===== config.mk =====
export PLATFORM = sky130hd
export DESIGN_NAME = midi_note_to_gamepad_report
export DESIGN_NICKNAME = d
export VERILOG_FILES = /design/src/rtl/core/mngr_pkg.sv /design/src/rtl/core/mngr_front.sv /design/src/rtl/core/mngr_queue.sv /design/src/rtl/core/mngr_back.sv /design/src/rtl/core/midi_note_to_gamepad_report.sv
export VERILOG_INCLUDE_DIRS = /design/src /design/src/rtl/core
export SDC_FILE = /design/constraint.sdc
export NUM_CORES = 1
export LEC_CHECK = 0
export BUFFER_PORTS_ARGS = -buffer_cell sky130_fd_sc_hd__buf_2
export CORE_MARGIN = 4
export CORE_UTILIZATION = 40
export CTS_CLUSTER_DIAMETER = 120
export DETAILED_ROUTE_END_ITERATION = 10
export PLACE_DENSITY = 0.61
export SKIP_CTS_REPAIR_TIMING = 1
export SYNTH_ARGS = -nofsm -noshare
export SYNTH_HDL_FRONTEND = slang
export SYNTH_SLANG_ARGS = --single-unit

===== constraint.sdc =====
create_clock -name clk_i -period 5.1 [get_ports clk_i]
set_input_delay 0.765 -clock clk_i [delete_from_list [all_inputs] [get_ports clk_i]]
set_output_delay 0.765 -clock clk_i [all_outputs]
set_load 0.05 [all_outputs]

===== src/rtl/core/midi_note_to_gamepad_report_defines.svh =====
// Assertion macros shared by the MIDI note to gamepad report block.
// Used by the top level only; expects clk_i and rst_ni in scope.
`ifndef MIDI_NOTE_TO_GAMEPAD_REPORT_DEFINES_SVH
`define MIDI_NOTE_TO_GAMEPAD_REPORT_DEFINES_SVH

// Same-cycle implication, checked outside reset.
`define MNGR_ASSERT_IMP(lbl, ante, cons, msg) \
  lbl: assert property (@(posedge clk_i) disable iff (!rst_ni) (ante) |-> (cons)) \
    else $error(msg);

// Next-cycle implication, checked outside reset.
`define MNGR_ASSERT_NXT(lbl, ante, cons, msg) \
  lbl: assert property (@(posedge clk_i) disable iff (!rst_ni) (ante) |=> (cons)) \
    else $error(msg);

`endif


===== src/rtl/core/mngr_pkg.sv =====
// Package for the MIDI note to gamepad report block: constants, key table,
// queue entry and status types. No dependencies.
`default_nettype none

package mngr_pkg;

  // Key set and note table.
  localparam int unsigned MAX_KEYS         = 15;
  localparam int unsigned NUM_KEYS_DEFAULT = 15;
  localparam logic [7:0] KEY_NOTES [MAX_KEYS] = '{
    8'd60, 8'd62, 8'd64, 8'd65, 8'd67, 8'd69, 8'd71, 8'd72,
    8'd74, 8'd76, 8'd77, 8'd79, 8'd81, 8'd83, 8'd84
  };

  // Key codes for the gamepad controls.
  localparam logic [3:0] KEY_LT     = 4'd0;
  localparam logic [3:0] KEY_RT     = 4'd1;
  localparam logic [3:0] KEY_DDOWN  = 4'd2;
  localparam logic [3:0] KEY_B0     = 4'd3;
  localparam logic [3:0] KEY_DLEFT  = 4'd4;
  localparam logic [3:0] KEY_B2     = 4'd5;
  localparam logic [3:0] KEY_DUP    = 4'd6;
  localparam logic [3:0] KEY_B3     = 4'd7;
  localparam logic [3:0] KEY_DRIGHT = 4'd8;
  localparam logic [3:0] KEY_B1     = 4'd9;
  localparam logic [3:0] KEY_B4     = 4'd10;
  localparam logic [3:0] KEY_B5     = 4'd11;
  localparam logic [3:0] KEY_LSX_LO = 4'd12;
  localparam logic [3:0] KEY_RSX_LO = 4'd13;
  localparam logic [3:0] KEY_LSX_HI = 4'd14;

  // D-pad bit positions.
  localparam int unsigned DP_UP    = 0;
  localparam int unsigned DP_DOWN  = 1;
  localparam int unsigned DP_LEFT  = 2;
  localparam int unsigned DP_RIGHT = 3;

  // Input command codes and MIDI decoding.
  localparam logic       CMD_MIDI       = 1'b0;
  localparam logic       CMD_TICK       = 1'b1;
  localparam logic [3:0] NOTE_ON_NIBBLE = 4'h9;

  // Control values.
  localparam logic [7:0] HOLD_TICKS_RESET = 8'd8;
  localparam logic [7:0] STICK_CENTRE     = 8'd128;
  localparam logic [7:0] STICK_LOW        = 8'd0;
  localparam logic [7:0] STICK_HIGH       = 8'd255;
  localparam logic [7:0] TRIGGER_FULL     = 8'd255;

  // Frame layout.
  localparam logic [7:0] FRAME_TAG    = 8'hA0;
  localparam logic [7:0] FRAME_LENGTH = 8'd12;
  localparam logic [7:0] FRAME_HEADER = 8'hC0;
  localparam logic [3:0] BYTE_TAG     = 4'd0;
  localparam logic [3:0] BYTE_LEN     = 4'd1;
  localparam logic [3:0] BYTE_HDR     = 4'd2;
  localparam logic [3:0] BYTE_BTN_LO  = 4'd3;
  localparam logic [3:0] BYTE_BTN_HI  = 4'd4;
  localparam logic [3:0] BYTE_PAD_A   = 4'd5;
  localparam logic [3:0] BYTE_PAD_B   = 4'd6;
  localparam logic [3:0] BYTE_DPAD    = 4'd7;
  localparam logic [3:0] BYTE_LSX     = 4'd8;
  localparam logic [3:0] BYTE_LSY     = 4'd9;
  localparam logic [3:0] BYTE_RSX     = 4'd10;
  localparam logic [3:0] BYTE_RSY     = 4'd11;
  localparam logic [3:0] BYTE_LTRIG   = 4'd12;
  localparam logic [3:0] BYTE_RTRIG   = 4'd13;

  // Queue between front and back.
  localparam int unsigned QUEUE_DEPTH = 2;

  typedef enum logic {
    KIND_NOTE,
    KIND_TICK
  } item_kind_e;

  typedef struct packed {
    item_kind_e kind;
    logic [7:0] note;
  } queue_entry_t;

  // Controller state exposed for checking.
  typedef struct packed {
    logic [3:0] dpad;
    logic [7:0] left_stick;
  } back_status_t;

endpackage

`default_nettype wire


===== src/rtl/core/mngr_front.sv =====
// Front end: accepts stream items and classifies them into ticks and
// matched note-on events for the queue. Depends on mngr_pkg.
`default_nettype none

module mngr_front
  import mngr_pkg::*;
#(
  parameter int unsigned NUM_KEYS = NUM_KEYS_DEFAULT
) (
  input  wire logic         s_axis_tvalid,
  output logic              s_axis_tready,
  // [7:0] status_byte, [15:8] note_byte, [23:16] velocity_byte
  input  wire logic [23:0]  s_axis_tdata,
  // [0] cmd
  input  wire logic         s_axis_tuser,
  input  wire logic         queue_full_i,
  output logic              push_o,
  output queue_entry_t      push_entry_o
);

  logic [7:0] status_b;
  logic [7:0] note_b;
  logic [7:0] vel_b;
  logic       note_hit;
  logic       note_on;

  assign status_b = s_axis_tdata[7:0];
  assign note_b   = s_axis_tdata[15:8];
  assign vel_b    = s_axis_tdata[23:16];

  // Does the note number belong to one of the active keys?
  always_comb begin
    note_hit = 1'b0;
    for (int i = 0; i < NUM_KEYS; i++) begin
      if (KEY_NOTES[i] == note_b) begin
        note_hit = 1'b1;
      end
    end
  end

  assign note_on = (status_b[7:4] == NOTE_ON_NIBBLE) && (vel_b != 8'd0);

  // Accept whenever the queue has room; only ticks and useful notes go on.
  assign s_axis_tready = !queue_full_i;
  assign push_o = s_axis_tvalid && s_axis_tready &&
                  ((s_axis_tuser == CMD_TICK) || (note_on && note_hit));

  always_comb begin
    push_entry_o.kind = (s_axis_tuser == CMD_TICK) ? KIND_TICK : KIND_NOTE;
    push_entry_o.note = note_b;
  end

endmodule

`default_nettype wire


===== src/rtl/core/mngr_queue.sv =====
// Short in-order queue between the front end and the controller.
// Depends on mngr_pkg.
`default_nettype none

module mngr_queue
  import mngr_pkg::*;
(
  input  wire logic   clk_i,
  input  wire logic   rst_ni,
  input  wire logic   push_i,
  input  wire queue_entry_t push_entry_i,
  input  wire logic   pop_i,
  output queue_entry_t head_o,
  output logic        full_o,
  output logic        empty_o
);

  localparam int unsigned PTR_W = (QUEUE_DEPTH > 1) ? $clog2(QUEUE_DEPTH) : 1;
  localparam int unsigned CNT_W = $clog2(QUEUE_DEPTH + 1);

  queue_entry_t           entries_q [QUEUE_DEPTH];
  logic [PTR_W-1:0]       wr_ptr_q;
  logic [PTR_W-1:0]       rd_ptr_q;
  logic [CNT_W-1:0]       count_q;

  assign full_o  = (count_q == CNT_W'(QUEUE_DEPTH));
  assign empty_o = (count_q == '0);
  assign head_o  = entries_q[rd_ptr_q];

  // Entry storage.
  always_ff @(posedge clk_i) begin
    if (push_i) begin
      entries_q[wr_ptr_q] <= push_entry_i;
    end
  end

  // Pointers and fill count.
  always_ff @(posedge clk_i or negedge rst_ni) begin
    if (!rst_ni) begin
      wr_ptr_q <= '0;
      rd_ptr_q <= '0;
      count_q  <= '0;
    end else begin
      if (push_i) begin
        wr_ptr_q <= (wr_ptr_q == PTR_W'(QUEUE_DEPTH - 1)) ? '0 : wr_ptr_q + 1'b1;
      end
      if (pop_i) begin
        rd_ptr_q <= (rd_ptr_q == PTR_W'(QUEUE_DEPTH - 1)) ? '0 : rd_ptr_q + 1'b1;
      end
      case ({push_i, pop_i})
        2'b10:   count_q <= count_q + 1'b1;
        2'b01:   count_q <= count_q - 1'b1;
        default: count_q <= count_q;
      endcase
    end
  end

endmodule

`default_nettype wire


===== src/rtl/core/mngr_back.sv =====
// Controller back end: pending marks, hold counters, control state, the
// per-tick key scan and frame emission through an output register.
// Depends on mngr_pkg.
`default_nettype none

module mngr_back
  import mngr_pkg::*;
#(
  parameter int unsigned NUM_KEYS = NUM_KEYS_DEFAULT
) (
  input  wire logic        clk_i,
  input  wire logic        rst_ni,
  input  wire logic        cfg_we_i,
  input  wire logic [7:0]  cfg_wdata_i,
  input  wire logic        q_empty_i,
  input  wire queue_entry_t q_head_i,
  output logic             q_pop_o,
  output logic             m_axis_tvalid,
  input  wire logic        m_axis_tready,
  output logic [7:0]       m_axis_tdata,
  output logic             m_axis_tlast,
  output back_status_t     status_o
);

  localparam int unsigned KW = (NUM_KEYS > 1) ? $clog2(NUM_KEYS) : 1;

  typedef enum logic [1:0] {
    ST_IDLE,
    ST_DECR,
    ST_SCAN,
    ST_EMIT
  } state_e;

  state_e            state_q;
  logic [7:0]        hold_ticks_q;
  logic              pending_q [NUM_KEYS];
  logic [7:0]        hold_q    [NUM_KEYS];
  logic [5:0]        buttons_q;
  logic [3:0]        dpad_q;
  logic [7:0]        lsx_q;
  logic [7:0]        rsx_q;
  logic              lt_q;
  logic              rt_q;
  logic [3:0]        seq_q;
  logic [KW-1:0]     scan_q;
  logic [3:0]        byte_q;
  logic              out_valid_q;
  logic [7:0]        out_data_q;
  logic              out_last_q;

  logic [MAX_KEYS-1:0] rel;
  logic [3:0]          key;
  logic                allow;
  logic                do_press;
  logic [7:0]          hold_load;
  logic                out_load;
  logic [7:0]          frame_byte;

  // Counters about to expire release their controls this tick.
  always_comb begin
    rel = '0;
    for (int i = 0; i < NUM_KEYS; i++) begin
      rel[i] = (hold_q[i] == 8'd1);
    end
  end

  // Press check for the key under scan.
  assign key = 4'(scan_q);
  always_comb begin
    unique case (key)
      KEY_DDOWN:  allow = !dpad_q[DP_UP];
      KEY_DLEFT:  allow = !dpad_q[DP_RIGHT];
      KEY_DUP:    allow = !dpad_q[DP_DOWN];
      KEY_DRIGHT: allow = !dpad_q[DP_LEFT];
      KEY_LSX_LO,
      KEY_LSX_HI: allow = (lsx_q == STICK_CENTRE);
      default:    allow = 1'b1;
    endcase
  end

  assign do_press  = pending_q[scan_q] && (hold_q[scan_q] == 8'd0) && allow;
  assign hold_load = (hold_ticks_q == 8'd0) ? 8'd1 : hold_ticks_q;

  // Frame byte selected by the byte counter.
  always_comb begin
    case (byte_q)
      BYTE_TAG:    frame_byte = FRAME_TAG + {4'd0, seq_q};
      BYTE_LEN:    frame_byte = FRAME_LENGTH;
      BYTE_HDR:    frame_byte = FRAME_HEADER;
      BYTE_BTN_LO: frame_byte = {2'b00, buttons_q};
      BYTE_BTN_HI: frame_byte = 8'd0;
      BYTE_PAD_A:  frame_byte = 8'd0;
      BYTE_PAD_B:  frame_byte = 8'd0;
      BYTE_DPAD:   frame_byte = {4'd0, dpad_q};
      BYTE_LSX:    frame_byte = lsx_q;
      BYTE_LSY:    frame_byte = STICK_CENTRE;
      BYTE_RSX:    frame_byte = rsx_q;
      BYTE_RSY:    frame_byte = STICK_CENTRE;
      BYTE_LTRIG:  frame_byte = lt_q ? TRIGGER_FULL : 8'd0;
      BYTE_RTRIG:  frame_byte = rt_q ? TRIGGER_FULL : 8'd0;
      default:     frame_byte = 8'd0;
    endcase
  end

  assign out_load = (state_q == ST_EMIT) && (!out_valid_q || m_axis_tready);
  assign q_pop_o  = (state_q == ST_IDLE) && !q_empty_i;

  // Sequencer, control state and output register.
  always_ff @(posedge clk_i or negedge rst_ni) begin
    if (!rst_ni) begin
      state_q      <= ST_IDLE;
      hold_ticks_q <= HOLD_TICKS_RESET;
      for (int i = 0; i < NUM_KEYS; i++) begin
        pending_q[i] <= 1'b0;
        hold_q[i]    <= 8'd0;
      end
      buttons_q   <= '0;
      dpad_q      <= '0;
      lsx_q       <= STICK_CENTRE;
      rsx_q       <= STICK_CENTRE;
      lt_q        <= 1'b0;
      rt_q        <= 1'b0;
      seq_q       <= '0;
      scan_q      <= '0;
      byte_q      <= '0;
      out_valid_q <= 1'b0;
      out_data_q  <= '0;
      out_last_q  <= 1'b0;
    end else begin
      if (cfg_we_i) begin
        hold_ticks_q <= cfg_wdata_i;
      end

      if (out_valid_q && m_axis_tready && !out_load) begin
        out_valid_q <= 1'b0;
      end

      unique case (state_q)
        ST_IDLE: begin
          if (!q_empty_i) begin
            if (q_head_i.kind == KIND_TICK) begin
              state_q <= ST_DECR;
            end else begin
              for (int i = 0; i < NUM_KEYS; i++) begin
                if (KEY_NOTES[i] == q_head_i.note) begin
                  pending_q[i] <= 1'b1;
                end
              end
            end
          end
        end

        // All counters step down together; expired ones release.
        ST_DECR: begin
          for (int i = 0; i < NUM_KEYS; i++) begin
            if (hold_q[i] != 8'd0) begin
              hold_q[i] <= hold_q[i] - 8'd1;
            end
          end
          if (rel[KEY_LT]) lt_q <= 1'b0;
          if (rel[KEY_RT]) rt_q <= 1'b0;
          if (rel[KEY_DUP])    dpad_q[DP_UP]    <= 1'b0;
          if (rel[KEY_DDOWN])  dpad_q[DP_DOWN]  <= 1'b0;
          if (rel[KEY_DLEFT])  dpad_q[DP_LEFT]  <= 1'b0;
          if (rel[KEY_DRIGHT]) dpad_q[DP_RIGHT] <= 1'b0;
          if (rel[KEY_B0]) buttons_q[0] <= 1'b0;
          if (rel[KEY_B1]) buttons_q[1] <= 1'b0;
          if (rel[KEY_B2]) buttons_q[2] <= 1'b0;
          if (rel[KEY_B3]) buttons_q[3] <= 1'b0;
          if (rel[KEY_B4]) buttons_q[4] <= 1'b0;
          if (rel[KEY_B5]) buttons_q[5] <= 1'b0;
          if (rel[KEY_LSX_LO] || rel[KEY_LSX_HI]) lsx_q <= STICK_CENTRE;
          if (rel[KEY_RSX_LO]) rsx_q <= STICK_CENTRE;
          scan_q  <= '0;
          state_q <= ST_SCAN;
        end

        // One key per cycle, in index order.
        ST_SCAN: begin
          if (do_press) begin
            pending_q[scan_q] <= 1'b0;
            hold_q[scan_q]    <= hold_load;
            unique case (key)
              KEY_LT:     lt_q <= 1'b1;
              KEY_RT:     rt_q <= 1'b1;
              KEY_DDOWN:  dpad_q[DP_DOWN]  <= 1'b1;
              KEY_DLEFT:  dpad_q[DP_LEFT]  <= 1'b1;
              KEY_DUP:    dpad_q[DP_UP]    <= 1'b1;
              KEY_DRIGHT: dpad_q[DP_RIGHT] <= 1'b1;
              KEY_B0:     buttons_q[0] <= 1'b1;
              KEY_B1:     buttons_q[1] <= 1'b1;
              KEY_B2:     buttons_q[2] <= 1'b1;
              KEY_B3:     buttons_q[3] <= 1'b1;
              KEY_B4:     buttons_q[4] <= 1'b1;
              KEY_B5:     buttons_q[5] <= 1'b1;
              KEY_LSX_LO: lsx_q <= STICK_LOW;
              KEY_LSX_HI: lsx_q <= STICK_HIGH;
              KEY_RSX_LO: rsx_q <= STICK_LOW;
              default:    lt_q  <= lt_q;
            endcase
          end
          if (scan_q == KW'(NUM_KEYS - 1)) begin
            byte_q  <= BYTE_TAG;
            state_q <= ST_EMIT;
          end else begin
            scan_q <= scan_q + 1'b1;
          end
        end

        // Frame bytes go out one per transfer.
        ST_EMIT: begin
          if (out_load) begin
            out_valid_q <= 1'b1;
            out_data_q  <= frame_byte;
            out_last_q  <= (byte_q == BYTE_RTRIG);
            if (byte_q == BYTE_RTRIG) begin
              seq_q   <= seq_q + 4'd1;
              state_q <= ST_IDLE;
            end else begin
              byte_q <= byte_q + 4'd1;
            end
          end
        end

        default: state_q <= ST_IDLE;
      endcase
    end
  end

  assign m_axis_tvalid = out_valid_q;
  assign m_axis_tdata  = out_data_q;
  assign m_axis_tlast  = out_last_q;

  always_comb begin
    status_o.dpad       = dpad_q;
    status_o.left_stick = lsx_q;
  end

endmodule

`default_nettype wire


===== src/rtl/core/midi_note_to_gamepad_report.sv =====
// Top level of the MIDI note to gamepad report block: front end, queue and
// controller. Depends on mngr_pkg, mngr_front, mngr_queue, mngr_back.
//
// MIDI note-on messages on the input stream mark keys as pending; each tick
// steps the hold counters, scans the keys and sends a 14-byte report frame
// on the output stream, tlast on its final byte. Input items pass through a
// two-entry queue, so the input keeps accepting while the controller works
// as long as the queue has room. The controller pops a MIDI message from the
// head of the queue and marks its key pending as it pops it. A tick is popped,
// then all hold counters step down together, the scan sequencer visits the
// keys in index order, and the frame bytes go out through the single output
// register, waiting while the output is stalled. hold_ticks may only be
// written while the block is idle.
`default_nettype none

`include "midi_note_to_gamepad_report_defines.svh"

module midi_note_to_gamepad_report
  import mngr_pkg::*;
#(
  parameter int unsigned NUM_KEYS = NUM_KEYS_DEFAULT
) (
  input  wire logic        clk_i,
  input  wire logic        rst_ni,
  // Configuration: hold_ticks
  input  wire logic        cfg_we_i,
  input  wire logic [7:0]  cfg_wdata_i,
  // Input stream
  input  wire logic        s_axis_tvalid_i,
  output logic             s_axis_tready_o,
  // [7:0] status_byte, [15:8] note_byte, [23:16] velocity_byte
  input  wire logic [23:0] s_axis_tdata_i,
  // [0] cmd
  input  wire logic        s_axis_tuser_i,
  // Output stream
  output logic             m_axis_tvalid_o,
  input  wire logic        m_axis_tready_i,
  // [7:0] frame_byte
  output logic [7:0]       m_axis_tdata_o,
  output logic             m_axis_tlast_o
);

  logic         q_push;
  queue_entry_t q_push_entry;
  logic         q_pop;
  queue_entry_t q_head;
  logic         q_full;
  logic         q_empty;
  back_status_t status;

  // Classify incoming items.
  mngr_front #(
    .NUM_KEYS (NUM_KEYS)
  ) u_front (
    .s_axis_tvalid (s_axis_tvalid_i),
    .s_axis_tready (s_axis_tready_o),
    .s_axis_tdata  (s_axis_tdata_i),
    .s_axis_tuser  (s_axis_tuser_i),
    .queue_full_i  (q_full),
    .push_o        (q_push),
    .push_entry_o  (q_push_entry)
  );

  // Decoupling queue.
  mngr_queue u_queue (
    .clk_i        (clk_i),
    .rst_ni       (rst_ni),
    .push_i       (q_push),
    .push_entry_i (q_push_entry),
    .pop_i        (q_pop),
    .head_o       (q_head),
    .full_o       (q_full),
    .empty_o      (q_empty)
  );

  // Carry out notes and ticks.
  mngr_back #(
    .NUM_KEYS (NUM_KEYS)
  ) u_back (
    .clk_i         (clk_i),
    .rst_ni        (rst_ni),
    .cfg_we_i      (cfg_we_i),
    .cfg_wdata_i   (cfg_wdata_i),
    .q_empty_i     (q_empty),
    .q_head_i      (q_head),
    .q_pop_o       (q_pop),
    .m_axis_tvalid (m_axis_tvalid_o),
    .m_axis_tready (m_axis_tready_i),
    .m_axis_tdata  (m_axis_tdata_o),
    .m_axis_tlast  (m_axis_tlast_o),
    .status_o      (status)
  );

  // Checks on the controller.
  `MNGR_ASSERT_IMP(a_pop_not_empty, q_pop, !q_empty, "pop from an empty queue")
  `MNGR_ASSERT_IMP(a_dpad_vertical, status.dpad[DP_UP], !status.dpad[DP_DOWN],
                   "d-pad up and down both held")
  `MNGR_ASSERT_IMP(a_dpad_horizontal, status.dpad[DP_LEFT], !status.dpad[DP_RIGHT],
                   "d-pad left and right both held")
  `MNGR_ASSERT_IMP(a_last_is_trigger, m_axis_tvalid_o && m_axis_tlast_o,
                   (m_axis_tdata_o == 8'd0) || (m_axis_tdata_o == TRIGGER_FULL),
                   "final frame byte is not a trigger value")

endmodule

`default_nettype wire

# Yosys cells after proc, flatten, opt, wreduce, memory -nomap -nowiden
# Memories as Yosys holds them, arrays and structs flattened.
# Index checks and enable logic that the tools add are counted.
[totals] reg_bits=199 mem_bits_rw=18 output_inout_bits=11 mem_count=1
[op_classes] addsub=23 order_cmp=2 eq_ne=144 mux=128 bitwise_logic=3 n_reduce_logical=99
[memory_table] name="u_queue.entries_q" words=2 width=9 read_ports=1 rd_clocked_by_memory_dff=0 write_ports=1 line="mngr_queue.sv:21" text="queue_entry_t entries_q [QUEUE_DEPTH];"
[ops] operator="120-bit one-hot mux with 2 select lines" n=1
[ops] operator="7-bit by 8-bit equality test with 1-bit output, first input constant" n=26
[ops] operator="8-bit two-way mux" n=26
[ops] operator="8-bit nonzero test" n=16
[ops] operator="120-bit bitwise mux" n=1
[ops] operator="8-bit by 1-bit equality test with 1-bit output, second input constant" n=15
[ops] operator="120-bit two-way mux" n=1
[ops] operator="8-bit by 1-bit subtractor with 8-bit output, second input constant" n=15
[ops] operator="8-bit one-hot mux with 10 select lines" n=1
[ops] operator="5-bit AND reduction" n=16
[ops] operator="2-bit by 1-bit != test with 1-bit output, second input constant" n=36
[ops] operator="1-bit two-way mux" n=67
[ops] operator="2-bit != test, second input constant" n=30
[ops] operator="4-bit AND reduction" n=15
[ops] operator="4-bit equality test, second input constant" n=14
[ops] operator="8-bit one-hot mux with 2 select lines" n=3
[ops] operator="3-bit AND reduction" n=16
[ops] operator="15-bit two-way mux" n=3
[ops] operator="8-bit binary-select mux with 4-bit select" n=1
[ops] operator="8-bit demux with 4-bit select" n=1
[ops] operator="6-bit by 8-bit equality test with 1-bit output, first input constant" n=4
[ops] operator="15-bit one-hot mux with 2 select lines" n=1
[ops] operator="4-bit one-hot mux with 2 select lines" n=3
[ops] operator="4-bit by 3-bit equality test with 1-bit output, second input constant" n=5
[ops] operator="other kinds (35)" n=82

# Longest topological paths before layout
# Gate-level depths: netlist of run 1.
[logic_depth] depth_word=21 mapped_depth=15 ltp_nobuf=10

# Cells and area by module
# From an unflattened synthesis of run 1, not the netlist that was laid out.
[unflattened] hier_cells=1595 area_unflattened_um2=13543.0
[modules_own_cells] module="mngr_back" instances=1 cells_per_inst=1522 area_per_inst_um2=12500.7 seq_area_each_um2=4558.1
[modules_own_cells] module="mngr_queue" instances=1 cells_per_inst=44 area_per_inst_um2=833.3 seq_area_each_um2=640.6
[modules_own_cells] module="mngr_front" instances=1 cells_per_inst=29 area_per_inst_um2=209.0 seq_area_each_um2=0.0

# Least setup slack after synthesis of run 1
# OpenSTA, ideal clock, no wires.
[synth_path] kind="register to register" from="register u_back.scan_q[0], in the netlist u_back.key[0]" to="register u_back.hold_q[22] in the netlist's numbering" arrival_time_ns=3.215 slack_ns=1.820 path_stages_with_launch=14 path_buffers=3 synth_period_minus_slack_ns=3.280 path_cell_list="dfrtp_1 buf_6 buf_4 clkinv_1 ha_1 and3b_1 a311oi_1 o21ba_2 nand4_1 or3_1 or4_1 buf_2 o41ai_1 a21o_1"
[synth_via] elab_chain_len=9 word_cells_on_any_way=28 cone_classes="order compare (2); eq/ne (7); mux (12); bitwise (1); reduce/logical (6)"
[synth_rtl] item="start, declared" line="mngr_back.sv:45" text="logic [KW-1:0] scan_q;"
[synth_rtl] item="start signal, assigned" line="mngr_back.sv:206" text="scan_q <= scan_q + 1'b1;"
[synth_rtl] item="4-bit NOT with 5-bit output (implied by the code)" line="mngr_back.sv:81, mngr_back.sv:182"
[synth_rtl] item="8-bit binary-select mux with 4-bit select" line="mngr_back.sv:81" text="assign do_press = pending_q[scan_q] && (hold_q[scan_q] == 8'd0) && allow;"
[synth_rtl] item="8-bit two-way mux (implied by the code) (2 in a row)" line="mngr_back.sv:81"
[synth_rtl] item="8-bit zero test" line="mngr_back.sv:81"
[synth_rtl] item="1-bit logical AND (2 in a row)" line="mngr_back.sv:81"
[synth_rtl] item="2-bit by 1-bit != test with 1-bit output (no source line)"
[synth_rtl] item="3-bit AND reduction (no source line)"
[synth_rtl] item="end signal, assigned by index" line="mngr_back.sv:157" text="hold_q[i] <= hold_q[i] - 8'd1;"
[synth_rtl] item="end signal, assigned by index" line="mngr_back.sv:182" text="hold_q[scan_q] <= hold_load;"
[synth_rtl] item="end, declared" line="mngr_back.sv:37" text="logic [7:0] hold_q [NUM_KEYS];"
# Parallel ways exist; a longest one is shown, timed or not. The select of a mux whose other input is x is not followed.
# A chain may end at the register's enable or synchronous reset.

# Final worst setup path of run 1
[layout_path] from="register u_back.scan_q[0], in the netlist u_back.key[0]" to="register u_back.pending_q[6] in the netlist's numbering"
[layout_via] elab_chain_len=9 word_cells_on_any_way=29 cone_classes="order compare (2); eq/ne (7); mux (11); bitwise (3); reduce/logical (6)"
[layout_rtl] item="4-bit NOT with 5-bit output (implied by the code)" line="mngr_back.sv:81, mngr_back.sv:181"
[layout_rtl] item="8-bit binary-select mux with 4-bit select (tied with other cells)" line="mngr_back.sv:81"
[layout_rtl] item="8-bit two-way mux (implied by the code) or 1-bit logical AND (tied branches)" line="mngr_back.sv:81, mngr_back.sv:181"
[layout_rtl] item="8-bit two-way mux (implied by the code) or 1-bit two-way mux (tied branches)" line="mngr_back.sv:81, mngr_back.sv:181"
[layout_rtl] item="8-bit zero test or 1-bit demux with 4-bit select (tied branches)" line="mngr_back.sv:81, mngr_back.sv:181"
[layout_rtl] item="1-bit logical AND or 15-bit NOT (tied branches)"
[layout_rtl] item="1-bit logical AND or 15-bit bitwise AND (tied branches)"
[layout_rtl] item="2-bit by 1-bit != test with 1-bit output (no source line) or 15-bit two-way mux (tied branches)"
[layout_rtl] item="5-bit AND reduction (no source line) or 15-bit one-hot mux with 2 select lines (tied branches)"
[layout_rtl] item="end signal, assigned by index" line="mngr_back.sv:114" text="pending_q[i] <= 1'b0;"
[layout_rtl] item="end signal, assigned by index" line="mngr_back.sv:146" text="pending_q[i] <= 1'b1;"
[layout_rtl] item="end signal, assigned by index" line="mngr_back.sv:181" text="pending_q[scan_q] <= 1'b0;"
[layout_rtl] item="end, declared" line="mngr_back.sv:36" text="logic pending_q [NUM_KEYS];"
# Parallel ways exist; a longest one is shown, timed or not. The select of a mux whose other input is x is not followed.

==> flow_summary.ini, run 1 <==
[global_routing]
first_global_vias = 13000
grt.total_usage_pct = 25.6
antenna_found_initial = 2
grt_pass1_wl_mm = 77.5
grt_max_degree = 102
grt_overflow = 0

[timing]
fin_tns_setup_ns = 0
slew_violations = 0
fin_ws_ns = 0.764
min_period_over_period_pct = 85.0
hold_violations = 0
rsz0062_at_grt = false
final.min_clock_period_ns = 4.34
fmax_ghz = 0.231
worst_pin_slew_ns = 1.21
max-slew-margin-rel_pct = 19.5
setup_viol = 0
worst_clock_skew_ns = 0.0239

[placement]
dp_hpwl_mm = 33.8
place.port_buffers = 44
dp_slack_ns = 0.873
gp_congestion = 0.971
placedCellCount = 2050

[synthesis]
yosysTopAreaCellShare_pct = 33.3
yosysMostFrequentCell = dfrtp_1
syn_area_um2 = 13700
ys_async_sr_fraction_pct = 91.2
synthFlopType = dfrtp_1
syn_avg_cell_area_um2 = 8.45
syn-num-nets = 1712
ys_types = 82
syn_inst = 1626
synth_top_cells_by_area = dfrtp_1 (33%), o21ai_0 (4.7%), nand2_1 (4.6%)
yosysSeqAreaShare_pct = 37.8
synth.ff_latch_count = 204
netlist_top_cells_count = dfrtp_1 (183), nand2_1 (169), nor2_1 (131)
yosysWarningCount = 0
synth_edf_count = 18
yosys.area.top_type = dfrtp_1

[worst_setup_path]
ff2ff_path_depth = 12
path_class = reg -> reg
r2r-start = u_back.key[0]
crit_path_start_kind = flip-flop
crit_start = u_back.key[0]
timing.rr.end = u_back.pending_q[6]
regToRegSetupSlack_ns = 0.76
arrival_ns = 4.75
worstSetupEndpointType = flip-flop
worstPathRequired_ns = 5.51
cp_max_fo = 31

[detailed_routing]
wl_mm = 49.7
vias_per_cell = 6.53
dr.pass1.iters = 6
vias = 13700
ant_nets = 0
wire_per_inst_um = 23.7
drc = 0
drtIter0Drc = 1611

[cts]
cts.sink_count = 204
cts-root-buf = clkbuf_16
cts_tree = built
clockBufferDepth = 3
clock_latency_ns = 0.55
clkTransAtPathRegs_ns = 0.06
htreeDepth = 1
numCtsBuffers = 26

[layout]
layout.nets = 1716
final_cell_count_no_fill = 2098
antennaDiodeCount = 0
drive_gt1_share_pct = 11.3
synthToLayoutAreaGrowth_pct = 11.2

[die]
core_um2 = 33700
die_w_um = 193
start_util_pct = 40.8
dieArea_um2 = 37400
io_pins = 49
placementRows = 67
die_h_um = 193

[power_and_ir_drop]
vdd_drop_max_mv = 0.371
power_leakage_nw = 5.92
p_per_area_nw_per_um2 = 689
p_total_mw = 10.5

[run]
max_cap_violations = 0

[worst_hold_path]
hold_class = in -> async

[outcome]
status = finished, final reports clean
layer usage:
metal	wire length, um	vias up	share of wire (%)	global-route usage (%)
met3	4270	124	8.6	3.72
met1	21100	6705	42	36.4
li1	-	6187	-	-
met5	13	-	0.026	0
met4	2000	2	4.0	9.62
met2	22300	687	45	39.8
layout make-up:
class	instances	area [um^2]
multi-input combinational	1259	7920
clock buffer	44	818
tap	448	561
sequential	204	5200
inverter	57	214
clock inverter	4	35.0
fill	3338	18400
timing repair buffer	82	539
worst max-delay path by stage:
stage / to / slack [ns] / cells past startpoint
floorplan: u_back.hold_q[22] / 1.82 / 13
global placement: u_back.pending_q[6] / 0.95 / 12
detailed placement: u_back.pending_q[6] / 0.87 / 12
CTS: u_back.pending_q[6] / 0.84 / 12
global route: u_back.pending_q[11] / 0.52 / 12
finish: u_back.pending_q[6] / 0.76 / 12
stage by stage:
stage               hold slack, ns  instance area (um^2)  util, %
finish                       0.282                 15300     45.3
CTS                          0.313                 15300     45.3
global placement             0.455                 14400     42.8
global route                 0.339                 15300     45.3
floorplan                    0.446                 13700        -
detailed placement           0.465                 14400     42.8
placed cells by master, fill, tap and decap left out, types with 11 or more instances in the layout:
master	Yosys	routed
dfrtp_1	183	183
nand2_1	169	169
nor2_1	131	130
o21ai_0	129	129
a21oi_1	111	111
nor3_1	71	71
nand3_1	60	60
inv_1	56	55
a31oi_1	46	46
ha_1	48	46
buf_2	9	43
o22ai_1	36	36
mux2_2	36	36
buf_4	3	36
nand4_1	33	33
nor4_1	31	31
o31ai_1	31	31
clkbuf_16	0	26
and2_1	23	23
or3_1	23	23
edfxtp_1	18	18
a22o_1	15	15
o32ai_1	13	13
a2bb2oi_1	12	12
o211ai_1	11	11
clkbuf_8	0	11
sequential cells by signal (all words and copies together), names as in the netlist, 4 cells and up:
register	cells
u_back.hold_q	120
u_queue.entries_q	18
u_back.pending_q	15
u_back.hold_ticks_q	8
u_back.m_axis_tdata	8
u_back.buttons_q	6
u_back.byte_q	4
u_back.dpad_q	4
u_back.key	4
u_back.seq_q	4
where the power goes:
part           internal (mW)  switching (mW)
Combinational           1.95            3.72
Clock                   1.09           0.741
Sequential              2.21           0.825
Total                   5.24            5.28
kinds of logic (layout without fill, tap and decap cells):
group / count (synthesis) / in the layout / synth area share (%)
xor+xnor: 9 / 9 / 0.573
compound gates: 544 / 544 / 26.2
fa+ha+maj: 48 / 48 / 4.37
mux: 53 / 53 / 4.82
simple gates: 605 / 605 / 21.5
buf+inv: 163 / 187 / 4.72
flops: 204 / 204 / 37.8
critical path, stage by stage, from the launching register on:
cell and delay [ns]:
dfrtp_1 0.34, buf_4 0.38, clkinv_1 0.40, ha_1 0.41, and3b_1 0.20, a311oi_1 0.38
o21ba_2 0.21, nand4_1 0.11, or3_1 0.37, or4_1 0.68, buf_4 0.32, o31ai_1 0.26
o21ai_0 0.12
No activity file was read; power rests on OpenSTA's default activity.
==> run 2: changes to the inputs <==
MAX_ROUTING_LAYER = met4   (was not set)
==> flow_summary.ini, run 2 (synthesis gave the netlist of run 1 again) <==
[outcome]
status = finished, final reports clean

[timing]
rsz0062_at_grt = false
setup_viol = 0
final.min_clock_period_ns = 4.57
max-slew-margin-rel_pct = 27.2
fin_tns_setup_ns = 0
worst_pin_slew_ns = 1.09
hold_violations = 0
worst_clock_skew_ns = 0.0160
min_period_over_period_pct = 89.6
fmax_ghz = 0.219
slew_violations = 0
worst_hold_slack_ns = 0.206

[die]
io_pins = 49
core_um2 = 33700
die_h_um = 193
dieArea_um2 = 37400
start_util_pct = 40.8
die_w_um = 193
placementRows = 67

[detailed_routing]
vias_per_cell = 6.55
dr.pass1.iters = 6
drc = 0
drtIter0Drc = 1496
vias = 13700
wire_per_inst_um = 23.5
wl_mm = 49.3
ant_nets = 0

[worst_setup_path]
worstSetupEndpointType = flip-flop
crit_path_start_kind = flip-flop
cp_max_fo = 20
worst-path-buf-inv = 3
critPathMostFrequentCell = buf_4
worst_path_dominant_cell_family = simple AND/OR/NAND/NOR gates
cpMaxStageDelayCell = dfrtp_1
path_class = reg -> reg
slowest_delay_ns = 0.64
worstPathCellList = clkinv_1 > ha_1 > buf_4 > and3b_1 > a311oi_1 > o21ba_2 > nand4_1 > nor3_1 > a21oi_2 > buf_4 > nor2_1 > mux2_2
arrival_ns = 5.00
worstPathRequired_ns = 5.53

[power_and_ir_drop]
power_leakage_nw = 5.93
swShare_pct = 49.9
power.internal_mw = 5.33
combPwrFrac_pct = 52.9
p_switching_mw = 5.31
vdd_drop_max_mv = 0.294
p_seq_share_pct = 28.6
power_frac_clock_pct = 18.6
p_per_area_nw_per_um2 = 693

[placement]
dp_hpwl_mm = 33.6
place.port_buffers = 44
gp_congestion = 0.995

[global_routing]
first_global_vias = 12800
antenna_found_initial = 0
grt_pass1_wl_mm = 76.9
grt_overflow = 0
grt.total_usage_pct = 26.0
grt_max_degree = 120

[cts]
numCtsBuffers = 26
cts.sink_count = 204
cts_tree = built
clkTransAtPathRegs_ns = 0.06
clock_latency_ns = 0.55
htreeDepth = 1
clockBufferDepth = 3
cts-root-buf = clkbuf_16

[layout]
top_regs = u_back.hold_q: 120 flops, u_queue.entries_q: 18 flops, u_back.pending_q: 15 flops
num-fill-cells = 3327
antennaDiodeCount = 0
seq_area_um2 = 5200
multi_input_area_um2 = 7920
final_cell_mix = dfrtp_1 (183), nand2_1 (169), nor2_1 (130), o21ai_0 (129), a21oi_1 (111)
layout.nets = 1714
largest_reg_flops = 120
final_common_cell = dfrtp_1
top_register = u_back.hold_q
drive_gt1_share_pct = 11.5
synthToLayoutAreaGrowth_pct = 11.7

[worst_hold_path]
hold_class = in -> async

[run]
max_cap_violations = 0
## run 2: cell types whose count changed in the layout (fill, tap and decap cells not counted), sizes merged
cell      delta
buf          -2
bufinv       +4
clkbuf      -12
clkinv       +3
clkinvlp     +4
inv          +1
## run 2: final cells by class
type | instances | area share (%)
sequential | 204 | 33.9
clock inverter | 16 | 1.37
multi-input combinational | 1259 | 51.6
inverter | 57 | 1.39
clock buffer | 32 | 4.58
timing repair buffer | 80 | 3.58
tap | 448 | 3.65
## run 2: final timing paths
path	start	endpoint	slack, ns	cells after the start
max	u_back.key[0]	u_back.hold_q[105]	0.53	12
min	rst_ni	u_back.m_axis_tdata[5]	0.21	1
max reg2reg	u_back.key[0]	u_back.hold_q[105]	0.53	12
min reg2reg	u_back.m_axis_tlast	u_back.m_axis_tlast	0.48	1
max in group asynchronous	rst_ni	u_back.hold_q[119]	3.80	2
min in group clk_i	s_axis_tdata_i[15]	u_queue.entries_q[1][7]	0.42	1
## run 2: metal layers
metal	part of all wire (%)	GRT usage [%]	vias up	routed length (um)
li1	-	-	6174	-
met1	43	36.0	6730	21000
met2	45	39.6	676	22100
met3	7.8	3.06	147	3860
met4	4.6	9.26	0	2270
met5	0	-	-	0
## run 2: metrics by stage
step / utilization, % / std cells / power [mW] / area (um^2) / setup slack, ns
3_3_place_gp: 42.8 / 2048 / 8.43 / 14400 / 0.705
2_1_floorplan: - / 1626 / 6.69 / 13700 / 1.82
6_report: 45.6 / 2096 / 10.6 / 15400 / 0.529
3_5_place_dp: 42.8 / 2048 / 8.52 / 14400 / 0.667
4_1_cts: 45.6 / 2096 / 10.5 / 15400 / 0.652
5_1_grt: 45.6 / 2096 / 11.3 / 15400 / 0.360
## run 2: power by group through the flow
stage / clock (mW) / sequential, mW / combinational [mW]
6_report: 1.98 / 3.04 / 5.63
5_1_grt: 2.07 / 3.12 / 6.11
4_1_cts: 2.01 / 3.00 / 5.52
3_5_place_dp: 0 / 3.02 / 5.49
3_3_place_gp: 0 / 3.01 / 5.42
2_1_floorplan: 0 / 2.74 / 3.95
